`src/hw/rtl/fssc_pkg.sv`:
```
`timescale 1ns / 1ps

package fssc_pkg;

	// Field widths fixed by the bus and the track memory interface.
	localparam int ADDR_W  = 16;
	localparam int DATA_W  = 8;
	localparam int PHASE_W = 7;
	localparam int TRACK_W = 6;
	localparam int NIB_W   = 13;

	localparam int TRACK_NIBBLES_DEF  = 6656;
	localparam int MAX_HEAD_PHASE_DEF = 70;

	// Soft switch codes on the low four address bits.
	localparam logic [3:0] SW_MAG_FIRST  = 4'h0;
	localparam logic [3:0] SW_MAG_LAST   = 4'h7;
	localparam logic [3:0] SW_DRV_OFF    = 4'h8;
	localparam logic [3:0] SW_DRV_ON     = 4'h9;
	localparam logic [3:0] SW_SEL_DRV0   = 4'hA;
	localparam logic [3:0] SW_SEL_DRV1   = 4'hB;
	localparam logic [3:0] SW_DATA       = 4'hC;
	localparam logic [3:0] SW_NOP        = 4'hD;
	localparam logic [3:0] SW_READ_MODE  = 4'hE;
	localparam logic [3:0] SW_WRITE_MODE = 4'hF;

	localparam logic [ADDR_W-1:0] PHASE_PROBE_ADDR = 16'h00E0;
	localparam logic [DATA_W-1:0] PROBE_DATA       = 8'hFF;

	typedef struct packed {
		logic [3:0]         magnet_on;
		logic [PHASE_W-1:0] head_phase;
		logic               selected_drive;
		logic [1:0]         drive_enabled;
		logic               write_selected;
		logic [NIB_W-1:0]   nibble_position;
	} state_t;

	typedef struct packed {
		logic [DATA_W-1:0]  read_data;
		logic               fetch_valid;
		logic [TRACK_W-1:0] fetch_track;
		logic [NIB_W-1:0]   fetch_offset;
	} result_t;

endpackage

```
`src/hw/rtl/fssc_in_if.sv`:
```
`timescale 1ns / 1ps

interface fssc_in_if;
	logic                      valid;
	logic                      ready;
	logic [fssc_pkg::ADDR_W-1:0] bus_address;

	modport source (output valid, output bus_address, input ready);
	modport sink (input valid, input bus_address, output ready);
endinterface

```
`src/hw/rtl/fssc_out_if.sv`:
```
`timescale 1ns / 1ps

interface fssc_out_if;
	logic                         valid;
	logic                         ready;
	logic [fssc_pkg::DATA_W-1:0]  read_data;
	logic                         fetch_valid;
	logic [fssc_pkg::TRACK_W-1:0] fetch_track;
	logic [fssc_pkg::NIB_W-1:0]   fetch_offset;

	modport source (output valid, output read_data, output fetch_valid, output fetch_track,
		output fetch_offset, input ready);
	modport sink (input valid, input read_data, input fetch_valid, input fetch_track,
		input fetch_offset, output ready);
endinterface

```
`src/hw/rtl/floppy_stepper_switch_controller_core.sv`:
```
`timescale 1ns / 1ps

// Channel  Role    Payload                                                 Transaction
// bus      sink    bus_address[15:0]                                       valid & ready
// result   source  read_data[7:0] fetch_valid fetch_track[5:0]             valid & ready
//                  fetch_offset[12:0]
//
// Each access is registered, then decoded against the switch state combinationally, and
// its result is registered: an accepted access passes the input register, then the result register.
// Sustained rate is one access per cycle while results are taken; state update and result share one pass.
// arst_n clears all switch state, the head phase and the nibble position.
// A stalled result holds the input stage; a new access is still taken while the
// result register drains.

module floppy_stepper_switch_controller_core #(
	parameter int TRACK_NIBBLES  = fssc_pkg::TRACK_NIBBLES_DEF,
	parameter int MAX_HEAD_PHASE = fssc_pkg::MAX_HEAD_PHASE_DEF
) (
	input  logic              clk,
	input  logic              arst_n,
	fssc_in_if.sink           bus,
	fssc_out_if.source        result
);
	logic                        valid_s1;
	logic [fssc_pkg::ADDR_W-1:0] addr_s1;
	fssc_pkg::state_t            state_q;
	fssc_pkg::state_t            state_next;
	fssc_pkg::result_t           res_next;
	fssc_pkg::result_t           res_s2;
	logic                        valid_s2;
	logic                        advance;

	assign advance   = valid_s1 && (!valid_s2 || result.ready);
	assign bus.ready = !valid_s1 || advance;

	always_ff @(posedge clk or negedge arst_n) begin
		if (!arst_n) begin
			valid_s1 <= 1'b0;
		end else if (bus.ready) begin
			valid_s1 <= bus.valid;
		end
	end

	always_ff @(posedge clk) begin
		if (bus.ready && bus.valid) begin
			addr_s1 <= bus.bus_address;
		end
	end

	fssc_step #(
		.TRACK_NIBBLES (TRACK_NIBBLES),
		.MAX_HEAD_PHASE(MAX_HEAD_PHASE)
	) u_step (
		.state      (state_q),
		.bus_address(addr_s1),
		.state_next (state_next),
		.result     (res_next)
	);

	always_ff @(posedge clk or negedge arst_n) begin
		if (!arst_n) begin
			state_q  <= '0;
			valid_s2 <= 1'b0;
		end else if (advance) begin
			state_q  <= state_next;
			valid_s2 <= 1'b1;
		end else if (result.ready) begin
			valid_s2 <= 1'b0;
		end
	end

	always_ff @(posedge clk) begin
		if (advance) begin
			res_s2 <= res_next;
		end
	end

	assign result.valid        = valid_s2;
	assign result.read_data    = res_s2.read_data;
	assign result.fetch_valid  = res_s2.fetch_valid;
	assign result.fetch_track  = res_s2.fetch_track;
	assign result.fetch_offset = res_s2.fetch_offset;

	a_phase_in_range: assert property (@(posedge clk) disable iff (!arst_n)
		state_q.head_phase <= fssc_pkg::PHASE_W'(MAX_HEAD_PHASE))
		else $error("head phase beyond its limit");

	a_position_in_range: assert property (@(posedge clk) disable iff (!arst_n)
		{1'b0, state_q.nibble_position} < (fssc_pkg::NIB_W + 1)'(TRACK_NIBBLES))
		else $error("nibble position beyond track length");

	a_state_moves_on_advance: assert property (@(posedge clk) disable iff (!arst_n)
		!$stable(state_q) |-> $past(advance))
		else $error("switch state changed without a processed transaction");

	a_stall_reason: assert property (@(posedge clk) disable iff (!arst_n)
		!bus.ready |-> (valid_s1 && valid_s2 && !result.ready))
		else $error("input stalled while the pipeline could move");

	a_fetch_clean: assert property (@(posedge clk) disable iff (!arst_n)
		(valid_s2 && !res_s2.fetch_valid) |->
		(res_s2.fetch_track == '0 && res_s2.fetch_offset == '0))
		else $error("fetch fields set without a fetch");
endmodule

```
`src/hw/rtl/fssc_head.sv`:
```
`timescale 1ns / 1ps

module fssc_head #(
	parameter int MAX_HEAD_PHASE = fssc_pkg::MAX_HEAD_PHASE_DEF
) (
	input  logic [3:0]                   magnet_on,
	input  logic [fssc_pkg::PHASE_W-1:0] head_phase,
	output logic [fssc_pkg::PHASE_W-1:0] head_phase_next
);
	localparam logic [fssc_pkg::PHASE_W-1:0] PHASE_MAX = fssc_pkg::PHASE_W'(MAX_HEAD_PHASE);

	logic [1:0] cur_idx;
	logic       cur_on;
	logic       lower_on;
	logic       upper_on;

	always_comb begin
		cur_idx  = head_phase[1:0];
		cur_on   = magnet_on[cur_idx];
		lower_on = magnet_on[cur_idx - 2'd1];
		upper_on = magnet_on[cur_idx + 2'd1];
		head_phase_next = head_phase;
		// An energized magnet under the head holds it; two opposing pulls cancel.
		if (!cur_on) begin
			if (upper_on && !lower_on && head_phase < PHASE_MAX) begin
				head_phase_next = head_phase + 1'b1;
			end else if (lower_on && !upper_on && head_phase != '0) begin
				head_phase_next = head_phase - 1'b1;
			end
		end
	end
endmodule

```
`src/hw/rtl/fssc_step.sv`:
```
`timescale 1ns / 1ps

module fssc_step #(
	parameter int TRACK_NIBBLES  = fssc_pkg::TRACK_NIBBLES_DEF,
	parameter int MAX_HEAD_PHASE = fssc_pkg::MAX_HEAD_PHASE_DEF
) (
	input  fssc_pkg::state_t              state,
	input  logic [fssc_pkg::ADDR_W-1:0]   bus_address,
	output fssc_pkg::state_t              state_next,
	output fssc_pkg::result_t             result
);
	localparam logic [fssc_pkg::NIB_W:0] TRACK_END = (fssc_pkg::NIB_W + 1)'(TRACK_NIBBLES);

	localparam logic [3:0] SW_MAG_FIRST_C  = fssc_pkg::SW_MAG_FIRST;
	localparam logic [3:0] SW_MAG_LAST_C   = fssc_pkg::SW_MAG_LAST;
	localparam logic [3:0] SW_DRV_OFF_C    = fssc_pkg::SW_DRV_OFF;
	localparam logic [3:0] SW_DRV_ON_C     = fssc_pkg::SW_DRV_ON;
	localparam logic [3:0] SW_SEL_DRV0_C   = fssc_pkg::SW_SEL_DRV0;
	localparam logic [3:0] SW_SEL_DRV1_C   = fssc_pkg::SW_SEL_DRV1;
	localparam logic [3:0] SW_DATA_C       = fssc_pkg::SW_DATA;
	localparam logic [3:0] SW_NOP_C        = fssc_pkg::SW_NOP;
	localparam logic [3:0] SW_READ_MODE_C  = fssc_pkg::SW_READ_MODE;
	localparam logic [3:0] SW_WRITE_MODE_C = fssc_pkg::SW_WRITE_MODE;

	logic [3:0]                   sel;
	logic [3:0]                   magnets_new;
	logic [fssc_pkg::PHASE_W-1:0] phase_moved;
	logic [fssc_pkg::NIB_W:0]     pos_inc;

	assign sel = bus_address[3:0];

	always_comb begin
		magnets_new = state.magnet_on;
		magnets_new[sel[2:1]] = sel[0];
	end

	fssc_head #(
		.MAX_HEAD_PHASE(MAX_HEAD_PHASE)
	) u_head (
		.magnet_on      (magnets_new),
		.head_phase     (state.head_phase),
		.head_phase_next(phase_moved)
	);

	assign pos_inc = {1'b0, state.nibble_position} + 1'b1;

	always_comb begin
		state_next = state;
		result     = '0;
		unique case (sel) inside
			[SW_MAG_FIRST_C:SW_MAG_LAST_C]: begin
				state_next.magnet_on  = magnets_new;
				state_next.head_phase = phase_moved;
				if (bus_address == fssc_pkg::PHASE_PROBE_ADDR) begin
					result.read_data = fssc_pkg::PROBE_DATA;
				end
			end
			SW_DRV_OFF_C, SW_DRV_ON_C: begin
				state_next.drive_enabled[state.selected_drive] = sel[0];
			end
			SW_SEL_DRV0_C, SW_SEL_DRV1_C: begin
				state_next.selected_drive = sel[0];
			end
			SW_DATA_C: begin
				// Only drive 0 in read mode streams nibbles from the track memory.
				if (!state.selected_drive && !state.write_selected) begin
					result.fetch_valid  = 1'b1;
					result.fetch_track  = state.head_phase[fssc_pkg::PHASE_W-1:1];
					result.fetch_offset = state.nibble_position;
					if (pos_inc >= TRACK_END) begin
						state_next.nibble_position = '0;
					end else begin
						state_next.nibble_position = pos_inc[fssc_pkg::NIB_W-1:0];
					end
				end
			end
			SW_READ_MODE_C: begin
				state_next.write_selected = 1'b0;
			end
			SW_WRITE_MODE_C: begin
				state_next.write_selected = 1'b1;
			end
			SW_NOP_C: begin
				state_next = state;
			end
			default: begin
				state_next = state;
			end
		endcase
	end
endmodule

```
`src/flat_wrapper.sv`:
```
// flat-port wrapper written by rule: the top's interface ports become plain ports
module floppy_stepper_switch_controller_core_flat 
#(
	parameter int TRACK_NIBBLES  = fssc_pkg::TRACK_NIBBLES_DEF,
	parameter int MAX_HEAD_PHASE = fssc_pkg::MAX_HEAD_PHASE_DEF
)
  (clk, arst_n, bus_valid, bus_bus_address, bus_ready, result_valid, result_read_data, result_fetch_valid, result_fetch_track, result_fetch_offset, result_ready);
  fssc_in_if bus_i ();
  fssc_out_if result_i ();
  input  logic clk;
  input  logic arst_n;
  input wire logic [$bits(bus_i.valid)-1:0] bus_valid;
  input wire logic [$bits(bus_i.bus_address)-1:0] bus_bus_address;
  output wire logic [$bits(bus_i.ready)-1:0] bus_ready;
  output wire logic [$bits(result_i.valid)-1:0] result_valid;
  output wire logic [$bits(result_i.read_data)-1:0] result_read_data;
  output wire logic [$bits(result_i.fetch_valid)-1:0] result_fetch_valid;
  output wire logic [$bits(result_i.fetch_track)-1:0] result_fetch_track;
  output wire logic [$bits(result_i.fetch_offset)-1:0] result_fetch_offset;
  input wire logic [$bits(result_i.ready)-1:0] result_ready;
  assign bus_i.valid = bus_valid;
  assign bus_i.bus_address = bus_bus_address;
  assign bus_ready = bus_i.ready;
  assign result_valid = result_i.valid;
  assign result_read_data = result_i.read_data;
  assign result_fetch_valid = result_i.fetch_valid;
  assign result_fetch_track = result_i.fetch_track;
  assign result_fetch_offset = result_i.fetch_offset;
  assign result_i.ready = result_ready;
  floppy_stepper_switch_controller_core #(.TRACK_NIBBLES(TRACK_NIBBLES), .MAX_HEAD_PHASE(MAX_HEAD_PHASE)) u_core (.clk(clk), .arst_n(arst_n), .bus(bus_i), .result(result_i));
endmodule
```
`config.mk`:
```
export PLATFORM = sky130hd
export DESIGN_NAME = floppy_stepper_switch_controller_core_flat
export DESIGN_NICKNAME = d
export VERILOG_FILES = /design/src/hw/rtl/fssc_pkg.sv /design/src/hw/rtl/fssc_in_if.sv /design/src/hw/rtl/fssc_out_if.sv /design/src/hw/rtl/floppy_stepper_switch_controller_core.sv /design/src/hw/rtl/fssc_head.sv /design/src/hw/rtl/fssc_step.sv /design/src/flat_wrapper.sv
export SDC_FILE = /design/constraint.sdc
export NUM_CORES = 1
export LEC_CHECK = 0
export ABC_AREA = 1
export BUFFER_PORTS_ARGS = -buffer_cell sky130_fd_sc_hd__buf_4
export CORE_MARGIN = 1
export CORE_UTILIZATION = 27
export DETAILED_ROUTE_END_ITERATION = 7
export GPL_ROUTABILITY_DRIVEN = 1
export MAX_ROUTING_LAYER = met4
export PLACE_DENSITY_LB_ADDON = 0.1
export SLEW_MARGIN = 20
export SYNTH_ARGS = -nofsm -noshare
export SYNTH_HDL_FRONTEND = slang
export SYNTH_SLANG_ARGS = --single-unit
```
`constraint.sdc`:
```
create_clock -name clk -period 2.5 [get_ports clk]
set_input_delay 0.125 -clock clk [delete_from_list [all_inputs] [get_ports clk]]
set_output_delay 0.125 -clock clk [all_outputs]
set_load 0.01 [all_outputs]
```
==> run metrics <==
outcome=complete, but fails checks; violated checks=DRC; RSZ-0062 raised after global routing=true; Hold Path Class=in2reg; CP required=about 2700 ps; Gate Count Post-Synth=roughly 350; Setup Skew=4.94 ps; Seq/Total Area, Yosys=0.552; CTS Root Cell=clkbuf_16; Nets=roughly 470; Reg-to-Reg End=u_core.state_q[22]; I/O pin count=50; Tmin final=around 2500 ps; WP data arrival=roughly 2700 ps; crit path kind=reg2reg; clock-pin slew on the worst setup and hold paths=60 ps; Simple-Gate Fraction of Synth Area=0.245; Max Slew Vio Count=0; slowest stage cell, crit path=edfxtp_1; R2R Path Start=u_core.addr_s1[2]; setup violators final=0; Critical Path End Type=flip-flop; fin util=0.397; internal power=between 3000 and 4000 uW; VDD IR-drop max=0.444 mV; starting density of the core=0.282; Die W=about 110 um; max cap viols=0; vias in the first global route=~2600; Compound-Gate Fraction of Synth Area=0.0492; CTS sink count=65; Pwr Density=1120 mW/mm^2; number of synthesized flops with an enable pin=37; setup slack, reg-to-reg=roughly 13 ps; Syn Nets=~380; largest family of logic cells by synthesized area=simple AND/OR/NAND/NOR gates; Tcrit/Tclk final=0.995; share of layout cells above drive strength 1=0.341; Seq cells post-synth=65; Net Sw Power=around 1900 uW; antenna violations before repair=0; most common cell after layout, fill and taps aside=buf_4; asr flop ratio synth=0.431; Switching Share=0.360; combinational share of power=0.451; most frequent CP cell=nand2_2; DRT Wirelength=about 7.5 mm; TritonCTS clock tree=done; ys flop type=edfxtp_1; Slew headroom=0.598; First-pass DRT Iterations=6; Setup TNS=0 ps; area leader, netlist=edfxtp_1; XOR/XNOR Fraction of Synth Area=0.0347; Hold Path Sink=u_core.valid_s1; Post-Syn Area=0.00328 mm^2; Hold Path Depth=3; Worst-Margin Slew=between 600 and 700 ps; ANT cells=0; crit-path max FO=7; Total Power=about 5200 uW; height of the die=around 110 um; I/O Buffers=between 40 and 50; Ys Warns=0; Tot GR Track Use=0.133; Area Overhead vs Synth=40.7%; # H-tree levels=3; area share of the largest cell type after synthesis=0.339; GP Congestion=a little over 0.8; mux contribution to synthesized area=0; Final Cell Area=0.00461 mm^2; commonest non-fill, non-tap cells in the layout=buf_4, nand2_1, inv_1; critical path, cell by cell=buf_6 -> nor2_4 -> nand2_2 -> nand3_2 -> nand3_1 -> nand2_2 -> nand3_4 -> buf_6 -> ha_4 -> a21oi_2 -> nand2_2 -> a21oi_2 -> nor2_1 -> nor2_1 -> xor2_1 -> o21ai_1; Syn Area/Cell=9.45 um^2; Peak Freq=between 400 and 500 MHz; DR vias/cell=around 4.4; Post-Synth Adder-Cell Area=0.0328; Bufs on Longest Clock Path=2; hold_ws=18.7 ps; core box area=~0.012 mm^2; HPWL after detailed placement=approximately 5.1 mm; initial drt markers=80; Hold Violations, Final=0; DRC viols=3; Final ANT Viol Nets=0; hold_sp=bus_valid; # rows=39; Num CTS Buffers=9; wire length per cell=roughly 13 um; first-pass GRT wire length=approximately 13 mm; Critical Path Max Stage Delay=between 400 and 500 ps; placed cell areas=around 0.0039 mm^2; Vias=approximately 2600; Clk pwr share=0.263; worst skew pair latency=330 ps; CP Launch Type=flip-flop; Synth area leaders=edfxtp_1, dfrtp_1, nand2_1, nand3_1, inv_1; grt total ovfl=0; r2r worst-path depth=16; static leakage=0.00206 uW; pin count of the biggest net entering global routing=29; Netlist cell types=30; Seq pwr share=0.286; Die Area=approximately 0.013 mm^2
## per-layer routing
metal,global-route usage,wire (um),share of wire
met1,0.176,3770,0.50
met2,0.196,3350,0.44
met3,0.0346,282,0.037
met4,0.0498,146,0.019
met5,-,0,0
## cell usage after synthesis (2+ instances only)
cell type	count
ha_1	7
nor4_1	2
clkbuf_1	2
inv_1	42
nand2_1	65
xor2_1	12
nor2_1	33
nand3_1	37
nand4_1	8
nand4_2	2
nand2_2	3
nor2_2	15
o21ai_0	13
a21oi_1	8
nor3_2	2
buf_4	10
o21ai_1	5
o211ai_1	2
edfxtp_1	37
inv_2	4
dfrtp_1	28
buf_6	2
## flip-flops by register name, indices dropped and copies added (netlist names)
register                    cells
u_core.result.valid             1
u_core.addr_s1                 16
u_core.result.fetch_valid       1
u_core.result.fetch_track       6
u_core.valid_s1                 1
u_core.result.read_data         1
u_core.result.fetch_offset     13
u_core.state_q                 26
## how the worst max path moves through the flow
stage | start | to | slack [ps] | cells after the start
floorplan | u_core.state_q[17] | u_core.state_q[22] | 40 | 14
global route | u_core.addr_s1[2] | u_core.state_q[22] | -130 | 17
finish | u_core.addr_s1[2] | u_core.state_q[22] | 10 | 16
CTS | u_core.state_q[17] | u_core.state_q[23] | 1 | 15
global placement | u_core.addr_s1[2] | u_core.state_q[23] | -60 | 17
detailed placement | u_core.addr_s1[2] | u_core.state_q[23] | -50 | 17
## stage by stage
stage | setup WS [ps] | cells
5_1_grt | -133 | 589
3_3_place_gp | -63.0 | 546
2_1_floorplan | 35.2 | 347
4_1_cts | 1.27 | 585
3_5_place_dp | -50.8 | 546
6_report | 13.3 | 589
## area by class of cell
class | instances | area, um^2
Inverter | 47 | 178
Sequential cell | 65 | 1810
Multi-Input combinational cell | 221 | 1340
Clock buffer | 9 | 225
Fill cell | 1198 | 7000
Clock inverter | 7 | 95.1
Tap cell | 143 | 179
Timing Repair Buffer | 97 | 782
## power groups by stage
stage          registers (uW)  logic (uW)  clock network (uW)
2_1_floorplan            1480        1190                   0
3_3_place_gp             1490        1790                   0
3_5_place_dp             1490        1800                   0
4_1_cts                  1470        1860                1390
5_1_grt                  1500        2620                1450
6_report                 1470        2330                1360
## repair_timing
action | CTS | global route
gates resized for setup | 1 | 39
endpoints found under the setup margin | 2 | 4
buffers inserted | 6 | 4
hold endpoints to repair | 44 | 0
pin swaps | 0 | 18
hold buffers | 17 | 0
## critical path: cells and delay by family (launching register included)
family	cells	cell delay (ps)
AO/OA/AOI/OAI	3	320
adder cells (fa/ha/maj)	1	140
flip-flops	1	490
buffers and inverters	2	360
AND/OR/NAND/NOR	9	890
XOR/XNOR	1	150
## cells by family (layout without fill, tap and decap cells)
logic type	count (synthesis)	count (layout)
simple gates	171	171
flops	65	65
buf+inv	61	160
compound gates	29	29
xor+xnor	13	13
fa+ha+maj	8	8
Power figures use the tool's default switching activity.
